[src/sv/wnc_pkg.sv]
package wnc_pkg;

    localparam int SMP_BITS  = 8;
    localparam int WGT_IN    = 16;
    localparam int WA_BITS   = SMP_BITS + WGT_IN;
    localparam int WAA_BITS  = WA_BITS + SMP_BITS;
    localparam int LIN_BITS  = 40;
    localparam int SQR_BITS  = 48;
    localparam int WGT_BITS  = 32;
    localparam int TOL_BITS  = 16;
    localparam int SHF_BITS  = 6;
    localparam int VAR_BITS  = 80;
    localparam int NUM_BITS  = 96;
    localparam int PRD_BITS  = 192;
    localparam int MY_BITS   = 96;
    localparam int Q_BITS    = 14;
    localparam int KSQ_BITS  = 2 * Q_BITS;
    localparam int NUM_SHIFT = 14;
    localparam int VAL_BITS  = 16;
    localparam int CFG_ADDR_BITS = 2;
    localparam int CFG_DATA_BITS = 16;

    localparam logic [Q_BITS-1:0]   ONE_Q13   = Q_BITS'(8192);
    localparam logic [VAL_BITS-1:0] ONE_VAL   = VAL_BITS'(8192);
    localparam logic [SHF_BITS-1:0] SHIFT_RST = SHF_BITS'(20);

    localparam logic [CFG_ADDR_BITS-1:0] REG_ABS_TOL   = 2'd0;
    localparam logic [CFG_ADDR_BITS-1:0] REG_REL_SHIFT = 2'd1;
    localparam logic [CFG_ADDR_BITS-1:0] REG_PAYOFF    = 2'd2;

    typedef enum logic [2:0] {
        ST_OK        = 3'd0,
        ST_NO_WEIGHT = 3'd1,
        ST_FLAT      = 3'd2,
        ST_UNSTABLE  = 3'd3,
        ST_SATURATED = 3'd4
    } status_t;

    typedef enum logic [4:0] {
        OP_NONE,
        OP_LOAD,
        OP_ACCUM,
        OP_WSQ_A,
        OP_SQ_A,
        OP_LIM_A,
        OP_VAR_A,
        OP_WSQ_B,
        OP_SQ_B,
        OP_LIM_B,
        OP_VAR_B,
        OP_P1,
        OP_P2,
        OP_NUM,
        OP_RHS,
        OP_PROD,
        OP_SEARCH_INIT,
        OP_KSQ,
        OP_TRY,
        OP_EMIT
    } op_t;

    typedef struct packed {
        op_t     op;
        logic    mul_start;
        logic    mul_store;
        status_t status;
    } cmd_t;

    typedef struct packed {
        logic last;
        logic mul_done;
        logic overflow;
        logic w_zero;
        logic va_zero;
        logic vb_zero;
        logic unstable;
        logic search_open;
    } sts_t;

endpackage

[src/sv/wnc_ctrl.sv]
module wnc_ctrl
    import wnc_pkg::*;
(
    input  logic aclk,
    input  logic aresetn,
    input  logic s_tvalid,
    output logic s_tready,
    output logic m_tvalid,
    input  logic m_tready,
    input  sts_t sts,
    output cmd_t cmd
);

    typedef enum logic [4:0] {
        S_IDLE, S_ACCUM, S_CLOSE,
        S_WSQ_A, S_SQ_A, S_LIM_A, S_VAR_A,
        S_WSQ_B, S_SQ_B, S_LIM_B, S_VAR_B,
        S_CHECK, S_P1, S_P2, S_NUM, S_RHS, S_PROD,
        S_INIT, S_LOOP, S_KSQ, S_TRY, S_EMIT
    } state_t;

    state_t  state_reg;
    logic    phase_reg;
    logic    m_tvalid_reg;
    status_t status_reg;
    logic    is_mul;
    state_t  mul_after;
    logic    out_free;

    assign out_free = !m_tvalid_reg || m_tready;
    assign s_tready = (state_reg == S_IDLE);
    assign m_tvalid = m_tvalid_reg;

    always_comb begin
        cmd.op        = OP_NONE;
        cmd.status    = status_reg;
        is_mul        = 1'b0;
        mul_after     = S_IDLE;
        unique case (state_reg)
            S_IDLE:   if (s_tvalid) cmd.op = OP_LOAD;
            S_ACCUM:  cmd.op = OP_ACCUM;
            S_CLOSE:  cmd.op = OP_NONE;
            S_WSQ_A:  begin cmd.op = OP_WSQ_A; is_mul = 1'b1; mul_after = S_SQ_A;  end
            S_SQ_A:   begin cmd.op = OP_SQ_A;  is_mul = 1'b1; mul_after = S_LIM_A; end
            S_LIM_A:  begin cmd.op = OP_LIM_A; is_mul = 1'b1; mul_after = S_VAR_A; end
            S_VAR_A:  cmd.op = OP_VAR_A;
            S_WSQ_B:  begin cmd.op = OP_WSQ_B; is_mul = 1'b1; mul_after = S_SQ_B;  end
            S_SQ_B:   begin cmd.op = OP_SQ_B;  is_mul = 1'b1; mul_after = S_LIM_B; end
            S_LIM_B:  begin cmd.op = OP_LIM_B; is_mul = 1'b1; mul_after = S_VAR_B; end
            S_VAR_B:  cmd.op = OP_VAR_B;
            S_CHECK:  cmd.op = OP_NONE;
            S_P1:     begin cmd.op = OP_P1;   is_mul = 1'b1; mul_after = S_P2;   end
            S_P2:     begin cmd.op = OP_P2;   is_mul = 1'b1; mul_after = S_NUM;  end
            S_NUM:    cmd.op = OP_NUM;
            S_RHS:    begin cmd.op = OP_RHS;  is_mul = 1'b1; mul_after = S_PROD; end
            S_PROD:   begin cmd.op = OP_PROD; is_mul = 1'b1; mul_after = S_INIT; end
            S_INIT:   cmd.op = OP_SEARCH_INIT;
            S_LOOP:   cmd.op = OP_NONE;
            S_KSQ:    cmd.op = OP_KSQ;
            S_TRY:    begin cmd.op = OP_TRY;  is_mul = 1'b1; mul_after = S_LOOP; end
            S_EMIT:   if (out_free) cmd.op = OP_EMIT;
            default:  cmd.op = OP_NONE;
        endcase
        cmd.mul_start = is_mul && !phase_reg;
        cmd.mul_store = is_mul && phase_reg && sts.mul_done;
    end

    always_ff @(posedge aclk) begin
        if (!aresetn) begin
            state_reg    <= S_IDLE;
            phase_reg    <= 1'b0;
            m_tvalid_reg <= 1'b0;
            status_reg   <= ST_OK;
        end else begin
            if ((state_reg == S_EMIT) && out_free) begin
                m_tvalid_reg <= 1'b1;
            end else if (m_tready) begin
                m_tvalid_reg <= 1'b0;
            end
            if (is_mul) begin
                if (!phase_reg) begin
                    phase_reg <= 1'b1;
                end else if (sts.mul_done) begin
                    phase_reg <= 1'b0;
                    state_reg <= mul_after;
                end
            end else begin
                unique case (state_reg)
                    S_IDLE:  if (s_tvalid) state_reg <= S_ACCUM;
                    S_ACCUM: state_reg <= sts.last ? S_CLOSE : S_IDLE;
                    S_CLOSE: begin
                        priority if (sts.overflow) begin
                            status_reg <= ST_SATURATED;
                            state_reg  <= S_EMIT;
                        end else if (sts.w_zero) begin
                            status_reg <= ST_NO_WEIGHT;
                            state_reg  <= S_EMIT;
                        end else begin
                            state_reg  <= S_WSQ_A;
                        end
                    end
                    S_VAR_A: state_reg <= S_WSQ_B;
                    S_VAR_B: state_reg <= S_CHECK;
                    S_CHECK: begin
                        priority if (sts.va_zero || sts.vb_zero) begin
                            status_reg <= ST_FLAT;
                            state_reg  <= S_EMIT;
                        end else if (sts.unstable) begin
                            status_reg <= ST_UNSTABLE;
                            state_reg  <= S_EMIT;
                        end else begin
                            status_reg <= ST_OK;
                            state_reg  <= S_P1;
                        end
                    end
                    S_NUM:   state_reg <= S_RHS;
                    S_INIT:  state_reg <= S_LOOP;
                    S_LOOP:  state_reg <= sts.search_open ? S_KSQ : S_EMIT;
                    S_KSQ:   state_reg <= S_TRY;
                    S_EMIT: begin
                        if (out_free) begin
                            state_reg <= S_IDLE;
                        end
                    end
                    default: state_reg <= S_IDLE;
                endcase
            end
        end
    end

`ifndef SYNTH
    a_done_waiting: assert property (@(posedge aclk) disable iff (!aresetn)
        sts.mul_done |-> phase_reg)
        else $error("multiplier result with no request outstanding");
    a_emit_free: assert property (@(posedge aclk) disable iff (!aresetn)
        (cmd.op == OP_EMIT) |-> (!m_tvalid_reg || m_tready))
        else $error("result written over a pending transfer");
    a_accept_quiet: assert property (@(posedge aclk) disable iff (!aresetn)
        (s_tvalid && s_tready) |-> (!phase_reg && !sts.mul_done))
        else $error("input taken during closing arithmetic");
`endif

endmodule

[config.mk]
export PLATFORM = sky130hd
export DESIGN_NAME = wnc_ctrl
export DESIGN_NICKNAME = d
export VERILOG_FILES = /design/src/sv/wnc_pkg.sv /design/src/sv/wnc_ctrl.sv
export SDC_FILE = /design/constraint.sdc
export NUM_CORES = 1
export LEC_CHECK = 0
export CORE_AREA = 2 2 42 44
export DETAILED_ROUTE_END_ITERATION = 12
export DIE_AREA = 0 0 44 46
export DONT_BUFFER_PORTS = 1
export HOLD_SLACK_MARGIN = 0.12
export PLACE_DENSITY = 0.78
export SYNTH_ARGS = -nofsm -noshare
export SYNTH_HDL_FRONTEND = slang
export SYNTH_SLANG_ARGS = --single-unit
[constraint.sdc]
create_clock -name aclk -period 3.81 [get_ports aclk]
set_clock_uncertainty 0.05 [all_clocks]
set_input_delay 0 -clock aclk [delete_from_list [all_inputs] [get_ports aclk]]
set_output_delay 0 -clock aclk [all_outputs]
set_load 0.02 [all_outputs]
Word-level counts from Yosys, hierarchy flattened. Index checks and enable logic that the tools add are counted.

Add/sub/neg operators: 0. $mul: 0. Divide/modulo/power cells: 0. Order comparisons: 0. Equality and inequality tests: 26. Shifts and indexed selects: 0. Muxes and demuxes: 26. Bitwise operators: 1. Reduce and logical (&&, ||, !) cells: 14.

Operator list (number): $pmux 5 s11 (2); $pmux 5 s19 (1); $mux 5 (10); $eq 5x4->1 const B (8); $eq 5x5->1 const B (6); $eq 5x3->1 const B (4); $reduce_or 11->1 (1); $eq 5x2->1 const B (2); $mux 3 (3); $mux 1 (6); $mux 2 (3); $ne 3x3->1 const B (2); $pmux 3 s2 (1); $eq 5x1->1 const B (1); $logic_not 5->1 (1); $logic_and 1x1->1 (4); $ne 2x2->1 const B (2); $reduce_and 4->1 (1); $reduce_bool 2->1 (2); $ne 3x2->1 const B (1); $reduce_and 3->1 (1); $logic_not 1->1 (2); $logic_or 1x1->1 (2); $not 1->1 (1).

Bits in registers: 10. Latch bits: 0. Memory bits (writable): 0. Memory bits (read-only): 0. Bits of input ports: 12. Output and inout bits: 12. Memories kept: 0.

Depth between registers and ports, before layout.
Depth after elaboration: 5. Mapped depth: 6.

Worst setup path after synthesis. OpenSTA, ideal clock, no wires.

Kind: register to output. Start point: reg state_reg[3]. End point: out cmd[6] in the netlist's numbering. Arrival time: 1.634 ns. Slack: 2.126 ns. Cell stages (with the launch flop): 6. Cells stage by stage: dfxtp_1 > clkbuf_1 > clkbuf_1 > and3_1 > nor3_1 > o32ai_1.

RTL lines: start, declared (RTL line wnc_ctrl.sv:22) `state_t state_reg;`; start signal, assigned (RTL line wnc_ctrl.sv:85) `state_reg <= mul_after;`; start signal, assigned (RTL line wnc_ctrl.sv:90) `S_ACCUM: state_reg <= sts.last ? S_CLOSE : S_IDLE;`; start signal, assigned (RTL line wnc_ctrl.sv:118) `S_LOOP: state_reg <= sts.search_open ? S_KSQ : S_EMIT;`; end, declared (RTL line wnc_ctrl.sv:11) `output cmd_t cmd`.

Worst setup path in the final report.
Start point: reg state_reg[1]. End point: reg status_reg[0].

Word-level cells in the longest chain between the ends: 5. Elaborated cells on any way between the ends: 20. Those cells by class: eq/ne: 14; mux: 2; bitwise: 1; reduce/logical: 3.

RTL lines: $eq 5x5->1, or another cell as far along (RTL line wnc_ctrl.sv:39) `unique case (state_reg)`; $reduce_or 11->1 (no line); $mux 1 (RTL line wnc_ctrl.sv:39); $not 1->1 (no line); $reduce_and 3->1 (no line); end signal, assigned (RTL line wnc_ctrl.sv:73) `status_reg <= ST_OK;`; end signal, assigned (RTL line wnc_ctrl.sv:93) `status_reg <= ST_SATURATED;`; end signal, assigned (RTL line wnc_ctrl.sv:96) `status_reg <= ST_NO_WEIGHT;`; end, declared (RTL line wnc_ctrl.sv:25) `status_t status_reg;`.

Several ways; a longest one is shown, not always the timed one. A chain may end at the register's enable or synchronous reset.

==> reports/qor.log <==
INFO  worst_setup_path crit_path_required_time=3.92ns
INFO  grt            busiest_layer=met2
INFO  cts            numCtsBuffers=3
INFO  place          routabilityCongestion=0.864
INFO  power_and_ir_drop power.switching_fraction=50.7%
INFO  grt            maximum_number_of_pins_on_one_net_before_global_route_repair=25
INFO  status         outcome=finished, final reports clean
INFO  cells_and_area finalCoreUtilization=65.5%
INFO  cells_and_area post-route-cell-area=0.00106mm2
INFO  timing         rsz0062_at_grt=no
INFO  synth          syn-cell-area=986um2
INFO  power_and_ir_drop logic_gate_share_of_total_power=57.1%
INFO  timing         layout_min_cycle_time=2.48ns
INFO  cts            insertion_delay=0.27ns
INFO  cells_and_area layout_common_cells=sky130_fd_sc_hd__nor2_1 (12), sky130_fd_sc_hd__nand2_1 (11), sky130_fd_sc_hd__dfxtp_1 (10), sky130_fd_sc_hd__a21oi_1 (9)
INFO  synth          synth-seq-cells=10
INFO  routing        postRouteWirelength=2390um
INFO  place          numPortBuffers=0
INFO  place          worst_case_setup_slack_after_placement=1.84ns
INFO  timing         report.final.slew_viol_count=0
INFO  timing         totalNegativeSetupSlack=0ns
INFO  synth          netlist_top_cells_area=sky130_fd_sc_hd__dfxtp_1 (20%), sky130_fd_sc_hd__mux2i_1 (5.1%), sky130_fd_sc_hd__a21oi_1 (4.6%)
INFO  floorplanning  floorplan.die_area=0.00202mm2
INFO  cts            htreeDepth=1
INFO  cells_and_area layout.cells.most_common=sky130_fd_sc_hd__nor2_1
INFO  routing        first_pass_iters=4
INFO  synth          postSynth.asyncResetShare=0%
INFO  cells_and_area final_nets=150
INFO  cts            clock-root-buffer=sky130_fd_sc_hd__clkbuf_4
INFO  synth          post_synth_num_cell_types=46
INFO  power_and_ir_drop seq_power_share=29.6%
INFO  cts            cts_setup_buffers=0
INFO  power_and_ir_drop p_per_area=702mW/mm2
INFO  power_and_ir_drop post-layout-total-power=0.742mW
INFO  timing         post-route-period-util=65.1%
INFO  worst_setup_path setup.worst_path.class=register to register
INFO  cts            clock_tree.buffer_depth=2
INFO  worst_setup_path crit_path_end_kind=register
INFO  cts            clk_pin_slew=0.07ns
INFO  synth          synth_edf_count=0
INFO  power_and_ir_drop netSwitchingPower=0.376mW
INFO  cells_and_area area_growth=7.23%
INFO  timing         transition_time_at_the_pin_with_the_least_slew_margin=0.734ns
INFO  routing        drt-wirelength-per-cell=15.5um
INFO  worst_hold_path min-delay-path-class=input pin to register
INFO  routing        drt_first_iter_violations=45
INFO  floorplanning  placement_rows=15
INFO  synth          synthesis.instances=138
INFO  power_and_ir_drop intPower=0.366mW
INFO  cells_and_area largest_reg_flops=5
INFO  timing         maxSlewHeadroom=50.9%
INFO  worst_setup_path critPathMaxFanout=20
INFO  grt            grt_antenna_before_repair=0
INFO  floorplanning  floorplan.core_area=0.00161mm2
INFO  routing        num_vias=1050
INFO  routing        detail-route-antenna-nets=0
INFO  grt            groute.layer.met1.usage=31.7%
INFO  grt            global_route_wire_length_before_repair=3810um
INFO  place          place.detailed.hpwl=1600um
INFO  synth          yosysWarningCount=0
INFO  grt            globalRoute.totalOverflow=0
INFO  timing         timing.final.hold_violations=0
INFO  power_and_ir_drop cellLeakagePower=0.363nW
INFO  synth          syn_area_per_cell=7.14um2
INFO  cells_and_area fillerInstances=146
INFO  timing         postLayoutSetupSlackWorst=1.33ns
INFO  routing        drc=0
INFO  synth          postSynthNetCount=150
INFO  cells_and_area antennaDiodeCount=0
INFO  floorplanning  die-width=44um
INFO  routing        detail_route.vias_per_cell=6.82
INFO  timing         fmax=403MHz
INFO  grt            via_count_of_the_first_global_routing_pass=859
INFO  floorplanning  initial_utilization=61.1%
INFO  run            max_cap_viol_count=0
INFO  synth          synth-seq-area-share=20.3%
INFO  synth          yosys.area.top_type=sky130_fd_sc_hd__dfxtp_1
INFO  synth          synth_flop_cell=sky130_fd_sc_hd__dfxtp_1
INFO  worst_setup_path crit_arrival=2.59ns
INFO  worst_setup_path setup.worst_path.start_class=register
INFO  grt            met2_usage=42.4%
INFO  cts            total_clock_sinks=10
INFO  floorplanning  die_height=46um
INFO  power_and_ir_drop power_frac_clock=13.3%
INFO  grt            globalRouteTotalUtil=25.3%
INFO  timing         setup_viol=0
INFO  cells_and_area drive_gt1_share=5.84%
INFO  synth          area_share_of_the_largest_cell_type_after_synthesis=20.3%
INFO  floorplanning  io_pins=24
INFO  grt            grt_util_met3=6.75%
INFO  cts            cts_tree=built
INFO  place          placedInstanceArea=951um2
INFO  power_and_ir_drop vdd.ir_drop.worst=502uV
-- per-stage QoR --
stage | instances | hold slack (ns)
after floorplan | 138 | 0.178
after global placement | 143 | 0.0715
after detailed placement | 143 | 0.0736
after CTS | 154 | 0.120
after global routing | 154 | 0.146
final | 154 | 0.123
-- cells by family (layout without fill, tap and decap cells) --
family | Yosys count | after routing | synth area share (%)
mux | 5 | 5 | 5.08
flops | 10 | 10 | 20.3
buf+inv | 16 | 15 | 7.23
compound gates | 42 | 42 | 30.7
simple gates | 65 | 65 | 36.7
-- synth_stat cells, types with 4 or more instances --
master,n
sky130_fd_sc_hd__nor2_1,12
sky130_fd_sc_hd__nand2_1,11
sky130_fd_sc_hd__dfxtp_1,10
sky130_fd_sc_hd__mux2i_1,5
sky130_fd_sc_hd__nor2b_1,6
sky130_fd_sc_hd__nor3_1,7
sky130_fd_sc_hd__clkbuf_1,7
sky130_fd_sc_hd__nand2b_1,4
sky130_fd_sc_hd__a21oi_1,9
sky130_fd_sc_hd__o21ai_1,5
sky130_fd_sc_hd__or3_1,4
sky130_fd_sc_hd__o21ai_0,4
sky130_fd_sc_hd__inv_1,4
sky130_fd_sc_hd__nand3b_1,5
-- worst max-delay path, cell delays in order, from the launching register on --
cell and delay [ns]:
sky130_fd_sc_hd__dfxtp_1 0.70, sky130_fd_sc_hd__or3b_1 0.54, sky130_fd_sc_hd__nor2_1 0.16, sky130_fd_sc_hd__mux2i_1 0.09
sky130_fd_sc_hd__dlygate4sd3_1 0.55, sky130_fd_sc_hd__o311a_1 0.28
-- final timing paths --
path	slack, ns	depth (start not counted)	startpoint	to
worst max register to register	1.33	5	state_reg[1]	status_reg[0]
worst min register to register	0.48	2	phase_reg	phase_reg
worst min-delay path	0.12	4	sts[1]	state_reg[4]
worst max-delay path	1.33	5	state_reg[1]	status_reg[0]
-- layout make-up --
cell class / instances / area [um2] / share of cell area, %
sequential: 10 / 200 / 18.9
tap: 17 / 21.3 / 2.01
timing repair buffer: 7 / 70.1 / 6.63
inverter: 4 / 15.0 / 1.42
multi-input combinational: 112 / 714 / 67.6
clock buffer: 4 / 36.3 / 3.43
-- repair_timing --
action / in CTS / in global routing
hold buffers: 7 / 0
hold endpoints to repair: 10 / 0
gates resized for setup: 0 / 0
-- routing by layer --
layer | up-vias | share of wire [%]
met5 | - | 0
met4 | 0 | 1.2
met3 | 4 | 8.3
met2 | 42 | 49
li1 | 510 | -
met1 | 494 | 41
-- power by group through the flow --
stage                     Sequential [mW]  Clock [mW]  Combinational, mW
after floorplan                     0.150           0              0.440
after global placement              0.218           0              0.405
after detailed placement            0.219           0              0.414
after CTS                           0.218       0.102              0.423
after global routing                0.230       0.108              0.473
final                               0.220      0.0987              0.424
No activity file was read; power rests on OpenSTA's default activity.
